## config.mk

```make
export PLATFORM = sky130hd
export DESIGN_NAME = bsc_seq
export DESIGN_NICKNAME = d
export VERILOG_FILES = /design/src/hw/rtl/bsc_pkg.sv /design/src/hw/rtl/bsc_alu.sv /design/src/hw/rtl/bsc_seq.sv
export SDC_FILE = /design/constraint.sdc
export NUM_CORES = 1
export LEC_CHECK = 0
export BUFFER_PORTS_ARGS = -buffer_cell sky130_fd_sc_hd__buf_2
export CAP_MARGIN = 20
export CELL_PAD_IN_SITES_DETAIL_PLACEMENT = 0
export CELL_PAD_IN_SITES_GLOBAL_PLACEMENT = 2
export CORE_MARGIN = 2
export CORE_UTILIZATION = 45
export DETAILED_ROUTE_END_ITERATION = 7
export PLACE_DENSITY = 0.84
export SLEW_MARGIN = 25
export SYNTH_ARGS = -nofsm -noshare
export SYNTH_HDL_FRONTEND = slang
export SYNTH_SLANG_ARGS = --single-unit
```

## constraint.sdc

```tcl
create_clock -name clock -period 8 [get_ports clock]
set_input_delay 2.4 -clock clock [delete_from_list [all_inputs] [get_ports clock]]
set_output_delay 2.4 -clock clock [all_outputs]
set_load 0.1 [all_outputs]
```

## src/hw/rtl/bsc_pkg.sv

```systemverilog
// Shared types and codes for the Banker's algorithm safety check unit.
// Used by every module under hw/rtl; depends on nothing else.
`timescale 1ns / 1ps
`default_nettype none

package bsc_pkg;

   // Width of the process number carried in a result.
   localparam int PID_W = 4;

   typedef enum logic [1:0] {
      OP_LOAD_PROC  = 2'd0,
      OP_LOAD_AVAIL = 2'd1,
      OP_RUN        = 2'd2,
      OP_NONE       = 2'd3
   } op_type;

   typedef enum logic [0:0] {
      CSR_NUM_PROCESSES = 1'b0,
      CSR_NUM_RESOURCES = 1'b1
   } csr_idx_type;

   typedef enum logic {
      ALU_SUB = 1'b0,
      ALU_ADD = 1'b1
   } alu_op_type;

   typedef enum logic [3:0] {
      ST_IDLE,
      ST_COPY,
      ST_PROC,
      ST_CHECK_RD,
      ST_CHECK,
      ST_GRANT_RD,
      ST_GRANT,
      ST_NEXT,
      ST_VERDICT
   } seq_state_type;

   typedef struct packed {
      logic [PID_W-1:0] process_id;
      logic             is_verdict;
      logic             system_safe;
      logic             last;
   } rsp_type;

endpackage

`default_nettype wire

```

## src/hw/rtl/bsc_alu.sv

```systemverilog
// Shared arithmetic unit: one adder serves both the need compare and the
// saturating allocation add. Depends on bsc_pkg.
`timescale 1ns / 1ps
`default_nettype none

module bsc_alu #(
   parameter int UW = 16
) (
   input  wire bsc_pkg::alu_op_type op,
   input  wire logic [UW-1:0]       a,
   input  wire logic [UW-1:0]       b,
   output logic                     less,
   output logic [UW-1:0]            sat_sum
);
   import bsc_pkg::*;

   logic          sub;
   logic [UW-1:0] operand;
   logic [UW:0]   sum;

   assign sub     = (op == ALU_SUB);
   assign operand = sub ? ~b : b;
   assign sum     = {1'b0, a} + {1'b0, operand} + {{UW{1'b0}}, sub};

   // On subtract the carry out means a >= b; on add it means overflow.
   assign less    = sub & ~sum[UW];
   assign sat_sum = sum[UW] ? {UW{1'b1}} : sum[UW-1:0];

endmodule

`default_nettype wire

```

## src/hw/rtl/bsc_seq.sv

```systemverilog
// Run sequencer: working vector, stored availability, done marks and the
// pass loop over processes and resources. Depends on bsc_pkg and bsc_alu.
`timescale 1ns / 1ps
`default_nettype none

module bsc_seq #(
   parameter int MAX_PROCS = 16,
   parameter int MAX_RES   = 10,
   parameter int UW        = 16,
   parameter int AW        = 8,
   parameter int NW        = 5,
   parameter int RCW       = 4
) (
   input  wire logic             clock,
   input  wire logic             reset,
   input  wire logic             run_accept,
   input  wire logic             avail_we,
   input  wire logic [3:0]       avail_idx,
   input  wire logic [UW-1:0]    avail_val,
   input  wire logic [NW-1:0]    n_eff,
   input  wire logic [RCW-1:0]   r_eff,
   output logic                  busy,
   output logic                  rd_en,
   output logic [AW-1:0]         rd_addr,
   input  wire logic [UW-1:0]    rd_alloc,
   input  wire logic [UW-1:0]    rd_need,
   output logic                  rsp_valid,
   output bsc_pkg::rsp_type      rsp
);
   import bsc_pkg::*;

   localparam int PW = (MAX_PROCS > 1) ? $clog2(MAX_PROCS) : 1;
   localparam int RW = (MAX_RES > 1) ? $clog2(MAX_RES) : 1;

   seq_state_type        state_ff, state_in;
   logic [PW-1:0]        p_ff, p_in;
   logic [RW-1:0]        q_ff, q_in;
   logic [NW-1:0]        granted_ff, granted_in;
   logic                 pass_ff, pass_in;
   logic [MAX_PROCS-1:0] done_ff, done_in;
   logic [UW-1:0]        work_ff [MAX_RES];
   logic [UW-1:0]        avail_ff [MAX_RES];
   logic                 rsp_valid_ff;
   rsp_type              rsp_ff;

   logic          work_we;
   logic [UW-1:0] work_wdata;
   logic          emit_grant, emit_verdict;
   logic          q_last, p_last, all_done;
   alu_op_type    alu_op;
   logic          alu_less;
   logic [UW-1:0] alu_sum;

   assign q_last   = (RCW'(q_ff) + RCW'(1)) == r_eff;
   assign p_last   = (NW'(p_ff) + NW'(1)) == n_eff;
   assign all_done = granted_ff >= n_eff;
   assign alu_op   = (state_ff == ST_CHECK) ? ALU_SUB : ALU_ADD;

   bsc_alu #(.UW(UW)) u_alu (
      .op      (alu_op),
      .a       (work_ff[q_ff]),
      .b       ((state_ff == ST_CHECK) ? rd_need : rd_alloc),
      .less    (alu_less),
      .sat_sum (alu_sum)
   );

   // Next state.
   always_comb begin
      state_in = state_ff;
      unique case (state_ff)
         ST_IDLE: begin
            if (run_accept) state_in = ST_COPY;
         end
         ST_COPY: begin
            if (q_ff == RW'(MAX_RES - 1)) state_in = ST_PROC;
         end
         ST_PROC: begin
            priority if (all_done)            state_in = ST_VERDICT;
            else if (done_ff[p_ff])           state_in = ST_NEXT;
            else if (r_eff == '0)             state_in = ST_NEXT;
            else                              state_in = ST_CHECK_RD;
         end
         ST_CHECK_RD: state_in = ST_CHECK;
         ST_CHECK: begin
            priority if (alu_less) state_in = ST_NEXT;
            else if (q_last)       state_in = ST_GRANT_RD;
            else                   state_in = ST_CHECK_RD;
         end
         ST_GRANT_RD: state_in = ST_GRANT;
         ST_GRANT: begin
            state_in = q_last ? ST_NEXT : ST_GRANT_RD;
         end
         ST_NEXT: begin
            if (p_last) state_in = pass_ff ? ST_PROC : ST_VERDICT;
            else        state_in = ST_PROC;
         end
         ST_VERDICT: state_in = ST_IDLE;
         default:    state_in = ST_IDLE;
      endcase
   end

   // Datapath control and register updates.
   always_comb begin
      p_in         = p_ff;
      q_in         = q_ff;
      granted_in   = granted_ff;
      pass_in      = pass_ff;
      done_in      = done_ff;
      work_we      = 1'b0;
      work_wdata   = alu_sum;
      emit_grant   = 1'b0;
      emit_verdict = 1'b0;
      rd_en        = 1'b0;
      unique case (state_ff)
         ST_IDLE: begin
            if (run_accept) begin
               q_in       = '0;
               done_in    = '0;
               granted_in = '0;
            end
         end
         ST_COPY: begin
            work_we    = 1'b1;
            work_wdata = avail_ff[q_ff];
            if (q_ff == RW'(MAX_RES - 1)) begin
               q_in    = '0;
               p_in    = '0;
               pass_in = 1'b0;
            end else begin
               q_in = q_ff + RW'(1);
            end
         end
         ST_PROC: begin
            q_in = '0;
            // With no resources in use every waiting process fits at once.
            if (!all_done && !done_ff[p_ff] && r_eff == '0) begin
               emit_grant    = 1'b1;
               done_in[p_ff] = 1'b1;
               granted_in    = granted_ff + NW'(1);
               pass_in       = 1'b1;
            end
         end
         ST_CHECK_RD: rd_en = 1'b1;
         ST_CHECK: begin
            if (!alu_less) begin
               if (q_last) begin
                  emit_grant    = 1'b1;
                  done_in[p_ff] = 1'b1;
                  granted_in    = granted_ff + NW'(1);
                  pass_in       = 1'b1;
                  q_in          = '0;
               end else begin
                  q_in = q_ff + RW'(1);
               end
            end
         end
         ST_GRANT_RD: rd_en = 1'b1;
         ST_GRANT: begin
            work_we = 1'b1;
            q_in    = q_last ? '0 : q_ff + RW'(1);
         end
         ST_NEXT: begin
            if (p_last) begin
               p_in    = '0;
               pass_in = 1'b0;
            end else begin
               p_in = p_ff + PW'(1);
            end
         end
         ST_VERDICT: emit_verdict = 1'b1;
         default: ;
      endcase
   end

   assign rd_addr = AW'(int'(p_ff) * MAX_RES + int'(q_ff));

   always_ff @(posedge clock) begin
      if (reset) begin
         state_ff     <= ST_IDLE;
         p_ff         <= '0;
         q_ff         <= '0;
         granted_ff   <= '0;
         pass_ff      <= 1'b0;
         done_ff      <= '0;
         rsp_valid_ff <= 1'b0;
      end else begin
         state_ff     <= state_in;
         p_ff         <= p_in;
         q_ff         <= q_in;
         granted_ff   <= granted_in;
         pass_ff      <= pass_in;
         done_ff      <= done_in;
         rsp_valid_ff <= emit_grant | emit_verdict;
      end
   end

   always_ff @(posedge clock) begin
      if (work_we) begin
         work_ff[q_ff] <= work_wdata;
      end
      if (avail_we) begin
         avail_ff[RW'(avail_idx)] <= avail_val;
      end
      rsp_ff.process_id  <= emit_verdict ? '0 : PID_W'(p_ff);
      rsp_ff.is_verdict  <= emit_verdict;
      rsp_ff.system_safe <= emit_verdict & all_done;
      rsp_ff.last        <= emit_verdict;
   end

   assign busy      = (state_ff != ST_IDLE);
   assign rsp_valid = rsp_valid_ff;
   assign rsp       = rsp_ff;

   a_verdict_ends_run: assert property (@(posedge clock) disable iff (reset)
      rsp_valid_ff && rsp_ff.is_verdict |-> state_ff == ST_IDLE)
      else $error("verdict transferred while the run is still going");

   a_grant_marked_done: assert property (@(posedge clock) disable iff (reset)
      rsp_valid_ff && !rsp_ff.is_verdict |-> done_ff[p_ff])
      else $error("grant transferred for a process not marked done");

   a_granted_bounded: assert property (@(posedge clock) disable iff (reset)
      busy && state_ff != ST_COPY |-> granted_ff <= n_eff)
      else $error("more grants than processes");

   a_run_starts: assert property (@(posedge clock) disable iff (reset)
      run_accept && !busy |=> state_ff == ST_COPY && done_ff == '0)
      else $error("run did not start with cleared done marks");

endmodule

`default_nettype wire

```

Yosys cells after proc, flatten, opt, wreduce, memory -nomap -nowiden --
Memory sizes are Yosys's and may differ from the RTL's. A register that Yosys moved wholly into a read port is not among the register bits. Cells that the tools add are included. Widths: inputs -> output; s select.
Cells by class: add/sub/neg operators 7, order comparisons 3, eq/ne operators 17, bitwise gates (word level) 6, mux-type cells 58, multipliers 1, reductions and logical operators 19
Operators by type and width (number):
- $mux 16 | 8
- $mux 4 | 15
- $pmux 16 s3 | 1
- $pmux 4 s8 | 1
- $mux 5 | 4
- $pmux 4 s5 | 1
- $add 16x16->17 | 1
- $add 17x1->17 | 1
- $mux 1 | 17
- $eq 4x3->1 const B | 4
- $not 16->16 | 1
- $or 16x16->16 | 1
- $pmux 5 s3 | 1
- $mux 3 | 4
- $ne 2x2->1 const B | 6
- $add 4x1->4 const B | 2
- $add 8x4->8 | 1
- $eq 4x2->1 const B | 2
- $eq 4x4->1 const B | 2
- $logic_not 4->1 | 2
- $pmux 4 s2 | 1
- $reduce_bool 4->1 | 2
- $mul 4x3->7 const B | 1
- $reduce_and 6->1 | 1
- other kinds (25) | 31
Storage, ports and cells: bits in registers 41, output and inout bits 18, RAM bits 320, memories kept 2, word-level logic and storage cells 123
Memories:
- avail_ff | depth 10, bits a word 16, rd ports 1, clocked after memory_dff 1, wr ports 1, line bsc_seq.sv:42 | logic [UW-1:0] avail_ff [MAX_RES];
- work_ff | depth 10, bits a word 16, rd ports 1, clocked after memory_dff 1, wr ports 1, line bsc_seq.sv:41 | logic [UW-1:0] work_ff [MAX_RES];

Depth between registers and ports, before layout --
depth after elaboration 12, mapped depth 17, mapped depth without buffers 13

By module --
Synthesis repeated with hierarchy kept, for this count alone.
Unflattened totals: cell total of the unflattened synthesis 1109, area, all modules 16568.4 um^2
Modules (own cells, without submodules):
- bsc_seq | times used 1, cells an instance 968, area each 15503.6 um^2
- bsc_alu | times used 1, cells an instance 141, area each 1064.8 um^2

Worst setup path after synthesis --
No wires, ideal clock.
path type flip-flop to output port, start point register p_ff[3], end point output rd_addr[6], cell stages (with the launch flop) 7, data arrival time 3061 ps, setup slack 2539 ps, path buffers 0, cells stage by stage dfxtp_1 ha_1 ha_1 fa_1 nand2_1 nor2_1 xnor2_1
Between the ends: cells in the longest elaborated chain, start to end 2
RTL lines:
- from (decl) | line bsc_seq.sv:36 | logic [PW-1:0] p_ff, p_in;
- from (signal assigned) | line bsc_seq.sv:188 | p_ff <= p_in;
- $mul 4x3->7 | line bsc_seq.sv:175 | assign rd_addr = AW'(int'(p_ff) * MAX_RES + int'(q_ff));
- $add 8x4->8 | line bsc_seq.sv:175
- to (decl) | line bsc_seq.sv:24 | output logic [AW-1:0] rd_addr,
Every way passes these cells.

Worst setup path in the final report --
start point register p_ff[1], end point output rd_addr[7]
The elaborated chain is that of the path after synthesis.

==> metrics.txt <==
run status=completed; antenna violations before repair=0; final hold vios=0; Post-Synthesis Cells=1072; Pleak=between 6 and 7 nW; Nets=1269; crit end category=output port; pin count of the biggest net entering global routing=57; H-tree levels=2; clk sink count=365; Worst Path Class, Setup=reg2out; post-route ant nets=0; core area=roughly 36000 µm²; R2R depth=12; PD cells=256 nW/µm²; family with the most delay on the worst path=adder cells; Clk pin slew, worst setup/hold paths=0.06 ns; gr ovfl total=0; CTS root buf=clkbuf_16; Post-synth EDFFs=320; CTS Buf Count=38; Synth-to-Final Area Change=13.0%; worst path bufs/invs=1; clk_lat worst skew=approximately 0.53 ns; fillers=3016; FFs w/ async S/R, synth=0; vias=9511; hold_buf cts=0; CTS tree=done; Period minus WS final=5.63 ns; drt initial violations=735; Fin Hold WS=about 0.47 ns; Post-CTS Setup Bufs=0; post-synthesis sequential element count=between 300 and 400; CTS max path bufs=3; Vias/cell=5.76; CP Cell Sequence=ha_1, ha_1, fa_1, nand2_1, o21bai_1, mux2i_1, a22o_1, buf_2; clock skew=roughly 0.017 ns; Starting Density=0.457; area of the mapped netlist=roughly 16000 µm²; Max-slew headroom=0.357; Worst setup SP type=register; # rows=69; cts repair resizes=0; slowest CP cell=dfxtp_1; Hold Path Class=reg2reg; routability congestion estimate=0.808; Die H=194 µm; Ys Warns=0; register area share after synthesis=0.647; final setup violating endpoints=0; Netlist cell types=slightly below 70; DR DRC count=0; crit path DAT=3.23 ns; CP max stage delay=between 0.6 and 0.7 ns; global-route wire length before repair=55.5 mm; Period Utilization, post-route=0.703; hold depth=1; CP most frequent cell=ha_1; Max rail drop VDD=approximately 0.18 mV; max-cap viol count=0; WP depth=8; DIE WIDTH=between 150 and 200 µm; drt first pass iters=5; die area=37600 µm²; most frequent cells in the layout=edfxtp_1 (320), buf_2 (82), a21oi_1 (64); PortBufs=82; RSZ-0062 raised after global routing=no; max frequency=between 0.15 and 0.2 GHz; Slew @ Worst Pin=between 0.9 and 1 ns; ys flop type=edfxtp_1; Crit Path Max Fanout=11; FF+latch area=10500 µm²; WL final=37.0 mm; ant diodes=0; I/O pin total=83; Final TNS setup=0 ns; reg-to-reg setup timing slack=about 2.7 ns; vias in the first global route=~9300; gr usage total=0.194; Mean Syn Cell Area=between 15 and 20 µm²; CP required=approximately 5.6 ns; Slew Viols, Final=0; Final Util=0.516; multi-input logic area=5410 µm²; commonest non-fill, non-tap cell in the layout=edfxtp_1; ratio of cells with drive above 1 in the final layout=0.206; WL/cell=22.4 µm; hpwl dp=22.5 mm; Mapped Nets=approximately 1200
## through the flow
stage          cell area, µm²  setup slack (ns)  power, W  instances
2_1_floorplan           16200              2.54   0.00290       1072
3_3_place_gp            17200              2.34   0.00311       1585
3_5_place_dp            17200              2.28   0.00313       1585
4_1_cts                 18300              2.34   0.00473       1650
5_1_grt                 18400              2.16   0.00489       1651
6_report                18400              2.37   0.00470       1651
## power by group
| group | switching [W] | internal [W] |
|---|---|---|
| sequential | 0.0000322 | 0.00227 |
| combinational | 0.000499 | 0.000296 |
| clock | 0.000704 | 0.000899 |
| total | 0.00124 | 0.00346 |
## Yosys cell counts (5+ instances only)
library cell,n,share of area
buf_1,5,0.0012
dfxtp_1,45,0.055
o21ai_0,36,0.011
nor2_1,47,0.011
a22o_1,17,0.0092
o21a_1,9,0.0042
and2_1,5,0.0019
inv_1,27,0.0062
nand4_1,6,0.0023
nor3_1,12,0.0037
clkbuf_1,39,0.0090
mux2i_1,39,0.024
xnor2_1,16,0.0086
a21oi_1,64,0.020
a211oi_1,35,0.016
xor2_1,7,0.0038
a31oi_1,12,0.0046
ha_1,36,0.028
mux4_2,63,0.087
nand2_1,43,0.0099
and3_1,27,0.010
nor2b_1,42,0.016
buf_2,9,0.0028
a21o_1,9,0.0042
nand3_1,14,0.0043
o22a_1,6,0.0032
edfxtp_1,320,0.59
nand2b_1,9,0.0035
## worst paths after layout
check	to	from
setup / recovery	rd_addr[7]	p_ff[1]
hold / removal	done_ff[0]	done_ff[0]
setup reg to reg	work_ff[4][14]	register
hold reg to reg	done_ff[0]	done_ff[0]
## final cells by class
class,count,share of cell area
Clock inverter,16,0.00552
Sequential cell,365,0.573
Tap cell,461,0.0314
Timing Repair Buffer,111,0.0344
Inverter,27,0.00552
Multi-Input combinational cell,622,0.295
Clock buffer,49,0.0552
## flip-flops by register name, summed over array words and instances, names as in the netlist, named ones only
register and count:
avail_ff 160, done_ff 16, granted_ff 5, p_ff 4, pass_ff 1, q_ff 4, rsp 6, rsp_valid 1
state_ff 4, work_ff 160
## logic make-up after synthesis
group                    share of synthesized area
flip-flops                                   0.647
multiplexers                                 0.119
XOR/XNOR                                    0.0139
AND/OR/NAND/NOR                             0.0740
AO/OA/AOI/OAI                               0.0925
buffers and inverters                       0.0220
adder cells (fa/ha/maj)                     0.0314
## worst register-to-register path: stages (launching register included)
cell and delay (ns):
dfxtp_4 0.76, buf_4 0.50, mux4_2 0.57, mux2_2 0.28, o21ai_0 0.32, fa_1 0.28, nor2b_1 0.06, o31ai_1 0.47
a21oi_1 0.28, o21a_1 0.26, o21ai_0 0.24, a2111oi_0 0.16, nor3b_1 0.80
## layer usage
| metal | up-vias | share of wire | wire length (µm) | track usage |
|---|---|---|---|---|
| met5 | - | 0 | 0 | 0 |
| met4 | 0 | 0.019 | 712 | 0.0483 |
| met3 | 54 | 0.051 | 1880 | 0.0270 |
| met2 | 247 | 0.47 | 17500 | 0.311 |
| met1 | 4799 | 0.46 | 16900 | 0.283 |
| li1 | 4411 | - | - | - |
No activity file was read; power rests on OpenSTA's default activity.
